--- config.mk ---
export PLATFORM = sky130hd
export DESIGN_NAME = compressor_protection_controller
export DESIGN_NICKNAME = d
export VERILOG_FILES = /design/src/design/cpc_pkg.sv /design/src/design/cpc_cfg_regs.sv /design/src/design/cpc_tick_logic.sv /design/src/design/compressor_protection_controller.sv
export SDC_FILE = /design/constraint.sdc
export NUM_CORES = 1
export LEC_CHECK = 0
export BUFFER_PORTS_ARGS = -buffer_cell sky130_fd_sc_hd__buf_2
export CORE_MARGIN = 2
export CORE_UTILIZATION = 30
export CTS_CLUSTER_SIZE = 16
export DETAILED_ROUTE_END_ITERATION = 8
export HOLD_SLACK_MARGIN = 0.03
export SYNTH_ARGS = -nofsm -noshare
export SYNTH_HDL_FRONTEND = slang
export SYNTH_HIERARCHICAL = 1
export SYNTH_SLANG_ARGS = --single-unit
--- constraint.sdc ---
create_clock -name clk -period 6.09 [get_ports clk]
set_input_delay 0.9135 -clock clk [delete_from_list [all_inputs] [get_ports clk]]
set_output_delay 0.9135 -clock clk [all_outputs]
set_load 0.01 [all_outputs]
--- src/design/cpc_pkg.sv ---
// shared types and constants for the compressor protection controller
`timescale 1ns / 1ps
`default_nettype none

package cpc_pkg;

    localparam int unsigned IN_TDATA_W    = 32;
    localparam int unsigned OUT_TDATA_W   = 16;
    localparam int unsigned CFG_INDEX_W   = 3;
    localparam int unsigned CFG_DATA_W    = 17;
    localparam int unsigned MAX_ON_W      = 17;
    localparam int unsigned RESTART_W     = 16;
    localparam int unsigned STABLE_W      = 8;
    localparam int unsigned TEMP_W        = 8;
    localparam int unsigned STEP_W        = 8;

    localparam logic [MAX_ON_W-1:0]  MAX_ON_RESET    = 17'd90000;
    localparam logic [RESTART_W-1:0] RESTART_RESET   = 16'd4800;
    localparam logic [STABLE_W-1:0]  STABLE_RESET    = 8'd100;
    localparam logic [RESTART_W-1:0] SHORTCUT_RESET  = 16'd3000;
    localparam logic [TEMP_W-1:0]    AMBIENT_RESET   = 8'd30;
    localparam logic [STEP_W-1:0]    INIT_ALLOW_STEP = 8'd5;

    // configuration register indexes
    typedef enum logic [CFG_INDEX_W-1:0] {
        REG_MAX_ON    = 3'd0,
        REG_RESTART   = 3'd1,
        REG_STABLE    = 3'd2,
        REG_SHORTCUT  = 3'd3,
        REG_AMBIENT   = 3'd4
    } cfg_index_t;

    // cold mode gas-valve init sequence
    typedef enum logic [1:0] {
        COLD_IDLE       = 2'd0,
        COLD_VALVE_WAIT = 2'd1,
        COLD_READY      = 2'd2
    } cold_phase_t;

    typedef struct packed {
        logic [MAX_ON_W-1:0]  max_on_ticks;
        logic [RESTART_W-1:0] restart_delay_ticks;
        logic [STABLE_W-1:0]  stable_ticks;
        logic [RESTART_W-1:0] shortcut_remaining_ticks;
        logic [TEMP_W-1:0]    ambient_limit;
    } cfg_t;

    typedef struct packed {
        logic              cold_go;
        logic              ice_make_go;
        logic              in_making_phase;
        logic              in_standby_phase;
        logic [STEP_W-1:0] init_step;
        logic              make_time_left;
        logic              ice_init_request;
        logic              ice_mode;
        logic [TEMP_W-1:0] ambient_temp;
        logic              valve_at_cold;
        logic              both_disabled;
        logic              external_off;
    } tick_in_t;

    typedef struct packed {
        logic compressor_drive;
        logic compressor_stable;
        logic restart_wait;
        logic max_on_cut;
        logic valve_to_cold_cmd;
        logic cold_request_on;
        logic ice_request_on;
        logic init_request_on;
        logic error_off;
    } tick_out_t;

endpackage

`default_nettype wire

--- src/design/cpc_cfg_regs.sv ---
// configuration register file with write-only port
`timescale 1ns / 1ps
`default_nettype none

module cpc_cfg_regs
    import cpc_pkg::*;
(
    input  wire logic                   clk,
    input  wire logic                   rst_n,
    input  wire logic                   cfg_we,
    input  wire logic [CFG_INDEX_W-1:0] cfg_index,
    input  wire logic [CFG_DATA_W-1:0]  cfg_wdata,
    output cfg_t                        cfg
);

    cfg_t cfg_reg;
    cfg_t cfg_next;

    always_comb
    begin
        cfg_next = cfg_reg;
        if (cfg_we)
        begin
            unique case (cfg_index)
                REG_MAX_ON:   cfg_next.max_on_ticks = cfg_wdata[MAX_ON_W-1:0];
                REG_RESTART:  cfg_next.restart_delay_ticks = cfg_wdata[RESTART_W-1:0];
                REG_STABLE:   cfg_next.stable_ticks = cfg_wdata[STABLE_W-1:0];
                REG_SHORTCUT: cfg_next.shortcut_remaining_ticks = cfg_wdata[RESTART_W-1:0];
                REG_AMBIENT:  cfg_next.ambient_limit = cfg_wdata[TEMP_W-1:0];
                default:      cfg_next = cfg_reg;
            endcase
        end
    end

    always_ff @(posedge clk or negedge rst_n)
    begin
        if (!rst_n)
        begin
            cfg_reg.max_on_ticks             <= MAX_ON_RESET;
            cfg_reg.restart_delay_ticks      <= RESTART_RESET;
            cfg_reg.stable_ticks             <= STABLE_RESET;
            cfg_reg.shortcut_remaining_ticks <= SHORTCUT_RESET;
            cfg_reg.ambient_limit            <= AMBIENT_RESET;
        end
        else
        begin
            cfg_reg <= cfg_next;
        end
    end

    assign cfg = cfg_reg;

endmodule

`default_nettype wire

--- src/design/cpc_tick_logic.sv ---
// per-tick decision logic and protection timers
`timescale 1ns / 1ps
`default_nettype none

module cpc_tick_logic
    import cpc_pkg::*;
(
    input  wire logic     clk,
    input  wire logic     rst_n,
    input  wire logic     step,
    input  wire tick_in_t tick_in,
    input  wire cfg_t     cfg,
    output tick_out_t     tick_out
);

    logic                 drive_reg, drive_next;
    logic [MAX_ON_W-1:0]  on_time_reg, on_time_next;
    logic                 cutoff_reg, cutoff_next;
    logic [RESTART_W-1:0] restart_cnt_reg, restart_cnt_next;
    logic                 restart_flag_reg, restart_flag_next;
    logic [STABLE_W-1:0]  stable_cnt_reg, stable_cnt_next;
    logic                 stable_flag_next;
    cold_phase_t          phase_reg, phase_next;

    logic [MAX_ON_W:0]    on_inc;
    logic [STABLE_W:0]    stable_inc;
    logic                 valve_cmd;
    logic                 cold_req;
    logic                 ice_req;
    logic                 init_req;
    logic                 off_reason;
    logic                 shortcut;

    // cold mode request behind the valve init sequence
    always_comb
    begin
        phase_next = phase_reg;
        valve_cmd  = 1'b0;
        cold_req   = 1'b0;
        if (!tick_in.cold_go)
        begin
            phase_next = COLD_IDLE;
        end
        else if (!restart_flag_reg)
        begin
            unique case (phase_reg)
                COLD_IDLE:
                begin
                    valve_cmd  = 1'b1;
                    phase_next = COLD_VALVE_WAIT;
                end
                COLD_VALVE_WAIT:
                begin
                    if (tick_in.valve_at_cold)
                        phase_next = COLD_READY;
                end
                COLD_READY:
                begin
                    cold_req = 1'b1;
                end
                default:
                begin
                    phase_next = COLD_IDLE;
                end
            endcase
            if (drive_reg)
                cold_req = 1'b1;
        end
    end

    assign ice_req  = tick_in.in_making_phase & tick_in.ice_make_go;
    assign init_req = (tick_in.init_step == INIT_ALLOW_STEP) & tick_in.make_time_left
                      & tick_in.ice_init_request;

    // max-on cutoff, driven by the previous drive value
    assign on_inc = {1'b0, on_time_reg} + {{MAX_ON_W{1'b0}}, 1'b1};

    always_comb
    begin
        on_time_next = '0;
        cutoff_next  = 1'b0;
        if (drive_reg)
        begin
            if (on_inc >= {1'b0, cfg.max_on_ticks})
            begin
                on_time_next = cfg.max_on_ticks;
                cutoff_next  = tick_in.in_standby_phase | cutoff_reg;
            end
            else
            begin
                on_time_next = on_inc[MAX_ON_W-1:0];
            end
        end
    end

    // restart delay with cold-ambient shortcut in ice mode
    assign shortcut = tick_in.ice_mode && (tick_in.ambient_temp < cfg.ambient_limit)
                      && (restart_cnt_reg <= cfg.shortcut_remaining_ticks);

    always_comb
    begin
        restart_cnt_next  = restart_cnt_reg;
        restart_flag_next = 1'b0;
        if (drive_reg)
        begin
            restart_cnt_next = cfg.restart_delay_ticks;
        end
        else if (restart_cnt_reg != '0)
        begin
            restart_cnt_next  = shortcut ? '0 : restart_cnt_reg - 1'b1;
            restart_flag_next = 1'b1;
        end
    end

    assign off_reason = restart_flag_next | cutoff_next | tick_in.both_disabled
                        | tick_in.external_off;
    assign drive_next = !off_reason && (cold_req || ice_req || init_req);

    // stability, driven by the new drive value
    assign stable_inc = {1'b0, stable_cnt_reg} + {{STABLE_W{1'b0}}, 1'b1};

    always_comb
    begin
        stable_cnt_next  = '0;
        stable_flag_next = 1'b1;
        if (drive_next)
        begin
            if (stable_inc >= {1'b0, cfg.stable_ticks})
            begin
                stable_cnt_next = cfg.stable_ticks;
            end
            else
            begin
                stable_cnt_next  = stable_inc[STABLE_W-1:0];
                stable_flag_next = 1'b0;
            end
        end
    end

    always_ff @(posedge clk or negedge rst_n)
    begin
        if (!rst_n)
        begin
            drive_reg        <= 1'b0;
            on_time_reg      <= '0;
            cutoff_reg       <= 1'b0;
            restart_cnt_reg  <= '0;
            restart_flag_reg <= 1'b0;
            stable_cnt_reg   <= '0;
            phase_reg        <= COLD_IDLE;
        end
        else if (step)
        begin
            drive_reg        <= drive_next;
            on_time_reg      <= on_time_next;
            cutoff_reg       <= cutoff_next;
            restart_cnt_reg  <= restart_cnt_next;
            restart_flag_reg <= restart_flag_next;
            stable_cnt_reg   <= stable_cnt_next;
            phase_reg        <= phase_next;
        end
    end

    assign tick_out.compressor_drive  = drive_next;
    assign tick_out.compressor_stable = stable_flag_next;
    assign tick_out.restart_wait      = restart_flag_next;
    assign tick_out.max_on_cut        = cutoff_next;
    assign tick_out.valve_to_cold_cmd = valve_cmd;
    assign tick_out.cold_request_on   = cold_req;
    assign tick_out.ice_request_on    = ice_req;
    assign tick_out.init_request_on   = init_req;
    assign tick_out.error_off         = tick_in.both_disabled;

    // an active restart delay never lets the compressor start
    assert property (@(posedge clk) disable iff (!rst_n)
        (step && restart_flag_next) |=> !drive_reg)
        else $error("drive set while restart delay active");

    // an off tick clears the max-on timer and cutoff
    assert property (@(posedge clk) disable iff (!rst_n)
        (step && !drive_reg) |=> (on_time_reg == '0 && !cutoff_reg))
        else $error("max-on timer not cleared while off");

    // a running tick reloads the restart delay
    assert property (@(posedge clk) disable iff (!rst_n)
        (step && drive_reg) |=> (restart_cnt_reg == $past(cfg.restart_delay_ticks)
                                 && !restart_flag_reg))
        else $error("restart delay not reloaded while running");

    // the valve pulse only leaves the idle phase
    assert property (@(posedge clk) disable iff (!rst_n)
        (step && valve_cmd) |=> (phase_reg == COLD_VALVE_WAIT))
        else $error("valve pulse without phase advance");

endmodule

`default_nettype wire

--- src/design/compressor_protection_controller.sv ---
// top level of the compressor protection controller
`timescale 1ns / 1ps
`default_nettype none

// compressor protection controller: each stream transfer on the s_axis side is one
// control tick (nominally 100 ms) and yields exactly one result transfer on the
// m_axis side. the block decides the compressor drive from the on-requests (cold
// mode behind a three-step gas-valve init, ice making, ice init) and the
// off-reasons (restart delay, max-on cutoff, both-disabled error, external off).
// a tick is registered in the input register, then the decision logic updates
// the protection timers and loads the result register; with m_axis_tready high
// the block takes one tick per clock, and the result register decouples the
// sides, so a new tick is taken while a result still waits. configuration
// registers are written through cfg_we/cfg_index/cfg_wdata and should only
// change while no tick is in flight. writes to indexes above four are ignored.

module compressor_protection_controller
    import cpc_pkg::*;
(
    input  wire logic                   clk,
    input  wire logic                   rst_n,

    // configuration write port
    input  wire logic                   cfg_we,
    input  wire logic [CFG_INDEX_W-1:0] cfg_index,
    input  wire logic [CFG_DATA_W-1:0]  cfg_wdata,

    // tick input
    input  wire logic                   s_axis_tvalid,
    output      logic                   s_axis_tready,
    // [0] cold_go, [1] ice_make_go, [2] in_making_phase, [3] in_standby_phase,
    // [11:4] init_step, [12] make_time_left, [13] ice_init_request, [14] ice_mode,
    // [22:15] ambient_temp, [23] valve_at_cold, [24] both_disabled,
    // [25] external_off, [31:26] zero
    input  wire logic [IN_TDATA_W-1:0]  s_axis_tdata,

    // result output
    output      logic                   m_axis_tvalid,
    input  wire logic                   m_axis_tready,
    // [0] compressor_drive, [1] compressor_stable, [2] restart_wait,
    // [3] max_on_cut, [4] valve_to_cold_cmd, [5] cold_request_on,
    // [6] ice_request_on, [7] init_request_on, [8] error_off, [15:9] zero
    output      logic [OUT_TDATA_W-1:0] m_axis_tdata
);

    cfg_t      cfg;
    tick_in_t  in_item_reg, in_item_next;
    logic      in_valid_reg;
    tick_out_t tick_out;
    tick_out_t res_reg;
    logic      res_valid_reg;
    logic      advance;
    logic      s_xfer;

    cpc_cfg_regs u_cfg_regs (
        .clk       (clk),
        .rst_n     (rst_n),
        .cfg_we    (cfg_we),
        .cfg_index (cfg_index),
        .cfg_wdata (cfg_wdata),
        .cfg       (cfg)
    );

    // unpack the input transfer, first field at bit 0
    always_comb
    begin
        in_item_next.cold_go          = s_axis_tdata[0];
        in_item_next.ice_make_go      = s_axis_tdata[1];
        in_item_next.in_making_phase  = s_axis_tdata[2];
        in_item_next.in_standby_phase = s_axis_tdata[3];
        in_item_next.init_step        = s_axis_tdata[11:4];
        in_item_next.make_time_left   = s_axis_tdata[12];
        in_item_next.ice_init_request = s_axis_tdata[13];
        in_item_next.ice_mode         = s_axis_tdata[14];
        in_item_next.ambient_temp     = s_axis_tdata[22:15];
        in_item_next.valve_at_cold    = s_axis_tdata[23];
        in_item_next.both_disabled    = s_axis_tdata[24];
        in_item_next.external_off     = s_axis_tdata[25];
    end

    // the tick moves from the input register to the result register when the
    // result slot is free or being drained this cycle
    assign advance       = in_valid_reg && (!res_valid_reg || m_axis_tready);
    assign s_axis_tready = !in_valid_reg || advance;
    assign s_xfer        = s_axis_tvalid && s_axis_tready;

    cpc_tick_logic u_tick_logic (
        .clk      (clk),
        .rst_n    (rst_n),
        .step     (advance),
        .tick_in  (in_item_reg),
        .cfg      (cfg),
        .tick_out (tick_out)
    );

    // control state of the two-stage handshake
    always_ff @(posedge clk or negedge rst_n)
    begin
        if (!rst_n)
        begin
            in_valid_reg  <= 1'b0;
            res_valid_reg <= 1'b0;
        end
        else
        begin
            if (s_xfer)
                in_valid_reg <= 1'b1;
            else if (advance)
                in_valid_reg <= 1'b0;

            if (advance)
                res_valid_reg <= 1'b1;
            else if (m_axis_tready)
                res_valid_reg <= 1'b0;
        end
    end

    // payload registers
    always_ff @(posedge clk)
    begin
        if (s_xfer)
            in_item_reg <= in_item_next;
        if (advance)
            res_reg <= tick_out;
    end

    assign m_axis_tvalid = res_valid_reg;
    assign m_axis_tdata  = {7'd0,
                            res_reg.error_off,
                            res_reg.init_request_on,
                            res_reg.ice_request_on,
                            res_reg.cold_request_on,
                            res_reg.valve_to_cold_cmd,
                            res_reg.max_on_cut,
                            res_reg.restart_wait,
                            res_reg.compressor_stable,
                            res_reg.compressor_drive};

endmodule

`default_nettype wire

# After elaboration in Yosys (flattened, before gate mapping)
# Cells that the tools add are included.
# word_totals
reg_bits	148
in_bits	57
out_inout_bits	18
elab_cells	111
# classes
addsub	3
magnitude_cmp	4
eq_ne	10
mux	25
bitwise_logic	8
reduce_logical	26
# ops
op	n
16-bit 2-to-1 mux	3
17-bit 2-to-1 mux	2
17-bit by 1-bit adder with 18-bit output (second input constant)	1
18-bit by 17-bit >= comparator with 1-bit output	1
16-bit <= comparator	1
8-bit 2-to-1 mux	2
16-bit nonzero test	1
16-bit by 1-bit subtractor with 16-bit output (second input constant)	1
1-bit 2-to-1 mux	14
2-bit AND reduction	6
8-bit by 1-bit adder with 9-bit output (second input constant)	1
9-bit by 8-bit >= comparator with 1-bit output	1
8-bit by 3-bit == test with 1-bit output (second input constant)	1
8-bit less-than comparator	1
3-bit by 2-bit == test with 1-bit output (second input constant)	2
2-bit 2-to-1 mux	3
2-bit one-hot mux with 3 select lines	1
2-bit nonzero test	3
1-bit logical AND	5
1-bit logical OR	4
2-bit inequality test (second input constant)	2
1-bit OR	4
4-bit AND reduction	1
1-bit AND	3
other kinds (10)	12

# Depth between registers and ports, before layout
# Gate-level depths: netlist (run 1).
# depth
word_depth	10
mapped_depth	16
mapped_depth_nobuf	14

# Modules after synthesis
# Netlist (run 1), hierarchy kept.
# by_module_without_submodules
mod	n_inst	cells_per_inst	area_each_um2	seq_area_each_um2
cpc_tick_logic	1	527	4411.7	1151.1
cpc_cfg_regs	1	141	2517.4	1660.3
compressor_protection_controller	1	51	1211.2	1101.1

# Worst setup path before layout (run 1)
# Ideal clock, no wire load.
# synth_timing
path_kind	reg-to-reg
startpoint	register u_tick_logic.on_time_reg[2]
endpoint	register res_reg, in the netlist m_axis_tdata[3] (data pin)
arrival_ns	2.842
required_time_ns	5.839
path_slack_ns	2.996
path_stages_with_launch	15
path_cell_list	dfrtp_1 buf_2 nand4_1 nor3_1 and3_1 xor2_1 ha_1 a211oi_1 o21ai_0 o211ai_1 nand3_1 o21ai_2 buf_2 nor2_1 buf_4
# synth_between
elab_chain_cells	4
# synth_rtl
element	line	rtl
start: declaration	cpc_tick_logic.sv:17	logic [MAX_ON_W-1:0] on_time_reg, on_time_next;
start signal: assignment	cpc_tick_logic.sv:155	on_time_reg <= on_time_next;
17-bit by 1-bit adder with 18-bit output	cpc_tick_logic.sv:76	assign on_inc = {1'b0, on_time_reg} + {{MAX_ON_W{1'b0}}, 1'b1};
18-bit by 17-bit >= comparator with 1-bit output	cpc_tick_logic.sv:84	if (on_inc >= {1'b0, cfg.max_on_ticks})
1-bit 2-to-1 mux	cpc_tick_logic.sv:84	
1-bit 2-to-1 mux	cpc_tick_logic.sv:82	if (drive_reg)
named net u_tick_logic.cutoff_next	cpc_tick_logic.sv:18	logic cutoff_reg, cutoff_next;
end signal: assignment	compressor_protection_controller.sv:124	res_reg <= tick_out;
end: declaration	compressor_protection_controller.sv:50	tick_out_t res_reg;
# The timed path passes the listed nets, and every way through them passes these cells.
# A chain may end at the register's enable or synchronous reset.

# Worst setup path after layout (run 1)
# layout_timing
startpoint	register u_tick_logic.on_time_reg[2]
endpoint	register u_tick_logic.on_time_reg[15]
# layout_between
elab_chain_cells	4
# layout_rtl
element	line
17-bit by 1-bit adder with 18-bit output (*)	cpc_tick_logic.sv:76
18-bit by 17-bit >= comparator with 1-bit output	cpc_tick_logic.sv:84
17-bit 2-to-1 mux (*)	cpc_tick_logic.sv:84
17-bit 2-to-1 mux (*)	cpc_tick_logic.sv:82
# Every way passes the cells marked *; elsewhere a longest branch is shown, timed or not.

==> results.md, run 1 <==
* Post-detail-place hpwl at 12600 µm
* Peak VDD IR at 0.201 mV
* Power per Cell Area at 312 mW/mm²
* RSZ-0062 raised after global routing: no
* Post-DRT Antenna Nets at 0
* Syn Inst Count at 719
* Fin cells at 1128
* CTS tree: yes
* Die ar. at 0.0285 mm²
* Synth warn at 6
* Largest area contributor in the netlist: dfrtp_1
* Delay of the slowest critical-path stage at 580 ps
* Final WS setup at 2230 ps
* Routed length per instance at 16.0 µm
* Iteration count of the initial detailed-routing pass at 4
* Hold Buf Count CTS at 0
* Aggregate negative setup slack at 0 ps
* Total gr overflow at 0
* Starting Density at 0.304
* Core area at 0.0268 mm²
* Die X-Extent at 169 µm
* Post-synth ARST share at 0.764
* Netlist Area Pre-Place at 0.00814 mm²
* Metal3 WL at 508 µm
* Crit Path Class: flip-flop to flip-flop
* Most used standard cell by instance count after synthesis: dfrtp_1
* Met2 WL post-DR at 8860 µm
* DRT Wirelength at 18000 µm
* Fmax at 0.259 GHz
* #FFs+latches synth at 148
* Via Count at 5618
* Crit path launch type: flip-flop
* Max_slew headroom at 0.248
* Placer's final routability congestion estimate at 0.821
* CTS Buf Count at 17
* Critical path buffers and inverters at 1
* Top sig layer: met4
* Crit-path leading delay family: simple AND/OR/NAND/NOR gates
* Gr usage total at 0.132
* I/O Pins at 75
* Placed insts at 1094
* Htree depth at 4
* Setup violators final at 0
* CTS Sinks at 148
* Synth top cells by count: dfrtp_1, mux2_2, inv_1, ha_1
* Port bufs at 61
* DR iter-0 viols at 314
* Latest clock arrival within the worst-skew pair at 420 ps
* Max reg flops at 65
* Status: completed
* Total power at 2.91 mW
* Synth area leaders: dfrtp_1, edfxtp_1, mux2_2
* Number of global-route vias before repair at 5756
* DRC at 0
* Maximum fanout along the worst path at 16
* Sequential fraction of the synthesis area at 0.481
* Post-CTS Resized at 0
* Setup bufs post-CTS at 0
* Initial antenna violation count at 2
* Hold Vio Cnt, Final at 0
* Area growth syn-to-layout at 14.6%
* Share of Yosys cell area claimed by the top area cell type at 0.264
* Rows at 60
* Fin Clk Skew at 10.3 ps
* Worst slack, placed at 2240 ps
* Worst Tran Pin Value at 1120 ps
* Largest net degree at the start of global routing at 72
* Post-synth EDFFs at 35
* Max_cap viols at 0
* Max-slew violation count at 0
* Top_reg_cell synth: dfrtp_1
* Final period util at 0.634
* Slowest-stage cell, CP: nor3_1
* Clock root buffer: clkbuf_16
* Syn avg cell area at 11.3 µm²
* Crit path cell chain: nand4_1, nor3_1, and3_1, xor2_1, ha_1, nand2_1, nor2_1, a41oi_1, nand3_1, o21ai_4, buf_4, mux2i_1, o22ai_1
* Yosys cell types at 71
* CP arrival at 4140 ps
* Vias per cell at 4.98
* WL met1 at 8360 µm
* CTS clk-pin slew, worst paths at 60 ps
* DIE HEIGHT at 169 µm
* Post-route minimum period at 3860 ps
* Layout cells sized above 1 at 0.269
* Clk buf depth at 2
* Hold crit path type: flip-flop to flip-flop
* First-pass GRT wire length at 29700 µm
* Nets at 880
* Setup crit end kind: flip-flop
* WP data required at 6370 ps
* Leak at 4.17 nW
path summary, 6_finish.rpt:
kind / start / to / slack (ps) / cells after the start
max: u_tick_logic/on_time_reg[2] / u_tick_logic/on_time_reg[15] / 2230 / 13
min: in_item_reg[25] / u_tick_logic/phase_reg[0] / 500 / 2
max reg2reg: u_tick_logic/on_time_reg[2] / u_tick_logic/on_time_reg[15] / 2230 / 13
min reg2reg: in_item_reg[25] / u_tick_logic/phase_reg[0] / 500 / 2
max in group asynchronous: rst_n / u_cfg_regs/cfg[38] / 4320 / 2
min in group asynchronous: rst_n / u_cfg_regs/cfg[18] / 620 / 1
tightest hold or removal path, delay by kind of cell (launching register included):
| kind | cells | cell delay [ps] |
|---|---|---|
| AND/OR/NAND/NOR | 1 | 50 |
| AO/OA/AOI/OAI | 1 | 60 |
| flip-flops | 1 | 360 |
per-stage QoR:
stage	utilization	hold slack (ps)	instance area, µm²
2_1_floorplan	-	458	8160
3_3_place_gp	0.325	485	8710
3_5_place_dp	0.325	488	8710
4_1_cts	0.348	507	9320
5_1_grt	0.348	519	9330
6_report	0.348	504	9330
cells in the final DEF (no fill, tap or decap), types with 8 or more instances in the layout:
cell type / n
a21oi_1: 17
a22o_1: 9
and3_1: 12
buf_2: 60
buf_4: 9
clkbuf_16: 17
dfrtp_1: 86
dfstp_2: 27
edfxtp_1: 35
ha_1: 51
inv_1: 62
mux2_2: 66
mux2i_1: 18
nand2_1: 37
nand2b_1: 9
nand3_1: 17
nand4_1: 10
nor2_1: 29
nor3_1: 11
o211ai_1: 8
o21ai_0: 37
o2bb2ai_1: 12
or3_1: 8
xnor2_1: 12
xor2_1: 9
kinds of logic after synthesis:
logic type / after synthesis / synth area share
buffers and inverters: 104 / 0.0604
other: 1 / 0.000461
and+or+nand+nor: 160 / 0.113
xor gates and xnor gates: 21 / 0.0226
adders and majority gates: 51 / 0.0784
DFF: 148 / 0.481
AOI/OAI and AO/OA: 149 / 0.130
muxes: 85 / 0.115
metal layers:
metal	GRT usage	vias up
met5	0	-
met4	0.0469	0
met3	0.0241	14
met2	0.224	81
met1	0.170	2796
li1	-	2727
area by class of cell:
cell class	instances	area (µm²)
diodes	2	5.00
clock buffers	19	443
clock inverters	13	171
fillers	2645	17500
inverters	63	236
multi-input cells	473	3770
flip-flops and latches	148	3910
well taps	341	427
repair buffers	69	368
power by group:
part           leakage, nW  total [mW]  internal, mW  switching (mW)
combinational         2.16       0.506         0.245           0.262
sequential            1.71        1.31          1.19           0.118
clock                0.301        1.09         0.664           0.430
total                 4.17        2.91          2.10           0.810
No activity file was read; power rests on OpenSTA's default activity.
==> inputs of run 2 (changes only) <==
--- a/config.mk
+++ b/config.mk
@@ -5,6 +5,7 @@
 export SDC_FILE = /design/constraint.sdc
 export NUM_CORES = 1
 export LEC_CHECK = 0
+export ABC_AREA = 1
 export BUFFER_PORTS_ARGS = -buffer_cell sky130_fd_sc_hd__buf_2
 export CORE_MARGIN = 2
 export CORE_UTILIZATION = 30
==> constraint.sdc (replaced) <==
create_clock -name clk -period 3.22 [get_ports clk]
set_input_delay 0.483 -clock clk [delete_from_list [all_inputs] [get_ports clk]]
set_output_delay 0.483 -clock clk [all_outputs]
set_load 0.01 [all_outputs]
==> run 2 against run 1 <==
Worst hold slack got worse by 370 ps. Die area rose by 6.2%. Clock power rose by 86%. Wire length rose by 8.8%. Sequential cell count did not move. Total power rose by 100%. Synthesized area rose by 6.4%. Final area rose by 7.6%. Global-route usage rose by 0.17 points. Synthesized cell count rose by 44%. First-iteration DRC count rose by 33%. Critical path depth rose by 7. Highest routed layer unchanged. Critical endpoint is now m_axis_tdata[0].
==> results.md, run 2 <==
* Status: completed (unchanged)
* Synth top cells by count: nand2_1, inv_1, nand3_1, dfrtp_1, nor2_1 (was dfrtp_1, mux2_2, inv_1, ha_1)
* Fin Clk Skew at 16.8 ps (was 10.3 ps)
* Comb power frac at 0.220 (was 0.174)
* Internal power at 3.91 mW (was 2.10 mW)
* Post-DRT Antenna Nets at 0 (unchanged)
* Crit path launch type: flip-flop (unchanged)
* Top_reg_cell synth: dfrtp_1 (unchanged)
* #FFs+latches synth at 148 (unchanged)
* Max_cap viols at 0 (unchanged)
* Area growth syn-to-layout at 15.9% (was 14.6%)
* Power per Cell Area at 586 mW/mm² (was 312 mW/mm²)
* Aggregate negative setup slack at 0 ps (unchanged)
* Slowest-stage cell, CP: dfrtp_1 (was nor3_1)
* Setup crit end kind: flip-flop (unchanged)
* Leak at 4.89 nW (was 4.17 nW)
* Netlist Area Pre-Place at 0.00866 mm² (was 0.00814 mm²)
* DRT Wirelength at 19600 µm (was 18000 µm)
* Sequential fraction of the synthesis area at 0.452 (was 0.481)
* Gr usage total at 0.134 (was 0.132)
* Post-synth EDFFs at 35 (unchanged)
* Largest net degree at the start of global routing at 60 (was 72)
* Crit path launch: u_tick_logic/on_time_reg[1] (was u_tick_logic/on_time_reg[2])
* Die ar. at 0.0302 mm² (was 0.0285 mm²)
* Post-synth ARST share at 0.764 (unchanged)
* Iteration count of the initial detailed-routing pass at 5 (was 4)
* R2R Path Start: u_tick_logic/on_time_reg[1] (was u_tick_logic/on_time_reg[2])
* Sw Share at 0.336 (was 0.278)
* Layout cells sized above 1 at 0.202 (was 0.269)
* DRC at 0 (unchanged)
* Ant diodes at 0 (was 2)
* CTS Buf Count at 17 (unchanged)
* Commonest non-fill, non-tap cell in the layout: nand2_1 (was dfrtp_1)
* Starting Density at 0.303 (was 0.304)
* Max_slew headroom at 0.372 (was 0.248)
* Fin area at 0.0100 mm² (was 0.00933 mm²)
* Number of global-route vias before repair at 6491 (was 5756)
* Total gr overflow at 0 (unchanged)
* CTS tree: yes (unchanged)
* Via Count at 6785 (was 5618)
* Routed length per instance at 13.1 µm (was 16.0 µm)
* Final period util at 0.948 (was 0.634)
* Core area at 0.0285 mm² (was 0.0268 mm²)
* Synth warn at 6 (unchanged)
* Setup violators final at 0 (unchanged)
* Yosys cell types at 45 (was 71)
* Peak VDD IR at 0.484 mV (was 0.201 mV)
* Total power at 5.88 mW (was 2.91 mW)
* Clock root buffer: clkbuf_16 (unchanged)
* Nets at 1214 (was 880)
* Max reg flops at 65 (unchanged)
* Clk buf depth at 2 (unchanged)
* Fmax at 0.328 GHz (was 0.259 GHz)
* Worst Tran Pin Value at 941 ps (was 1120 ps)
* WP data required at 3390 ps (was 6370 ps)
* Final WS setup at 167 ps (was 2230 ps)
* CTS clk-pin slew, worst paths at 70 ps (was 60 ps)
* Register share of total power at 0.434 (was 0.450)
* Critical path buffers and inverters at 2 (was 1)
* Maximum fanout along the worst path at 6 (was 16)
* Worst slack, placed at 132 ps (was 2240 ps)
* Post-detail-place hpwl at 14000 µm (was 12600 µm)
* DR iter-0 viols at 417 (was 314)
* Clock power share at 0.346 (was 0.376)
* Latest clock arrival within the worst-skew pair at 430 ps (was 420 ps)
* CP arrival at 3230 ps (was 4140 ps)
* Max-slew violation count at 0 (unchanged)
* Crit path top cell by count: nand2_2
* I/O Pins at 75 (unchanged)
* Port bufs at 61 (unchanged)
* Initial antenna violation count at 0 (was 2)
* Syn Inst Count at 1035 (was 719)
* CTS Sinks at 148 (unchanged)
* Hold Vio Cnt, Final at 0 (unchanged)
* Placer's final routability congestion estimate at 0.825 (was 0.821)
* Post-route minimum period at 3050 ps (was 3860 ps)
* Largest area contributor in the netlist: dfrtp_1 (unchanged)
* Crit path cell chain: ha_2, nand2_1, nor2_2, nand3_2, nor2_2, nand2_2, nor2_1, nand3_1, xor2_1, inv_2, ha_4, nand2_2, inv_1, nand3_1, o31a_1, nand2_1, nand2_2, nand2_4, nand2_4, and2_4 (was nand4_1, nor3_1, and3_1, xor2_1, ha_1, nand2_1, nor2_1, a41oi_1, nand3_1, o21ai_4, buf_4, mux2i_1, o22ai_1)
* Rows at 62 (was 60)
* Final core utilization at 0.352 (was 0.348)
* Htree depth at 4 (unchanged)
* Hold crit path type: primary input to async pin (was flip-flop to flip-flop)
* RSZ-0062 raised after global routing: yes (was no)
* Hold Buf Count CTS at 0 (unchanged)
* Net Sw Power at 1.97 mW (was 0.810 mW)
* Share of Yosys cell area claimed by the top area cell type at 0.248 (was 0.264)
* Most used standard cell by instance count after synthesis: nand2_1 (was dfrtp_1)
* Most frequent cells in the layout: nand2_1, inv_1, nand3_1 (was dfrtp_1, mux2_2, inv_1)
* Crit Path Class: flip-flop to flip-flop (unchanged)
* Syn avg cell area at 8.37 µm² (was 11.3 µm²)
* Crit-path leading delay family: simple AND/OR/NAND/NOR gates (unchanged)
* Die X-Extent at 174 µm (was 169 µm)
* DIE HEIGHT at 174 µm (was 169 µm)
* Vias per cell at 4.51 (was 4.98)
* First-pass GRT wire length at 32700 µm (was 29700 µm)
* Delay of the slowest critical-path stage at 360 ps (was 580 ps)
* Placement Cell Area at 0.00935 mm² (was 0.00871 mm²)
* Synth area leaders: dfrtp_1, nand2_1, edfxtp_1 (was dfrtp_1, edfxtp_1, mux2_2)
run 2: worst paths after layout:
path | cells past startpoint | slack [ps] | end
max | 20 | 170 | m_axis_tdata[0]
min | 1 | 140 | u_cfg_regs/cfg[43]
max reg2reg | 20 | 170 | m_axis_tdata[0]
min reg2reg | 0 | 460 | m_axis_tdata[8]
max in group asynchronous | 2 | 2280 | u_cfg_regs/cfg[11]
min in group clk | 1 | 230 | in_item_reg[9]
run 2: power by group through the flow:
| stage | clock network [mW] | logic, mW | registers, mW |
|---|---|---|---|
| final | 2.03 | 1.29 | 2.55 |
| after global routing | 2.16 | 1.52 | 2.60 |
| after CTS | 2.08 | 1.31 | 2.56 |
| after global placement | 0 | 1.26 | 2.58 |
| after floorplan | 0 | 1.02 | 2.51 |
| after detailed placement | 0 | 1.30 | 2.58 |
run 2: cells by family (layout without fill, tap and decap cells):
kind of cell,after synthesis,in the layout,synth area share
flops,148,148,0.452
buf+inv,173,251,0.0930
simple gates,537,537,0.283
xor+xnor,27,27,0.0273
other cells,1,7,0.000433
compound gates,96,96,0.0689
mux,2,2,0.00231
fa+ha+maj,51,51,0.0737
run 2: what timing repair did:
item	in CTS	in global routing
setup endpoints to repair	0	28
gates resized for setup	0	14
setup buffers	0	3
run 2: final cells by class:
| cell class | instances | area, µm² |
|---|---|---|
| clock buffers | 17 | 425 |
| inverters | 132 | 500 |
| clock inverters | 15 | 179 |
| well taps | 384 | 480 |
| fillers | 3020 | 18500 |
| flip-flops and latches | 148 | 3910 |
| repair buffers | 87 | 524 |
| multi-input cells | 720 | 4020 |
run 2: routing by layer:
metal,part of all wire,vias up,GRT usage,wire length (µm)
li1,-,3444,-,-
met5,0,-,0,0
met3,0.033,20,0.0203,640
met2,0.49,134,0.227,9570
met1,0.47,3187,0.176,9130
met4,0.014,0,0.0452,282
run 2: metrics by stage:
| stage | hold WS, ps | instances |
|---|---|---|
| finish | 138 | 1503 |
| global route | 198 | 1503 |
| CTS | 170 | 1498 |
| detailed placement | 446 | 1466 |
| global placement | 434 | 1466 |
| floorplan | 187 | 1041 |
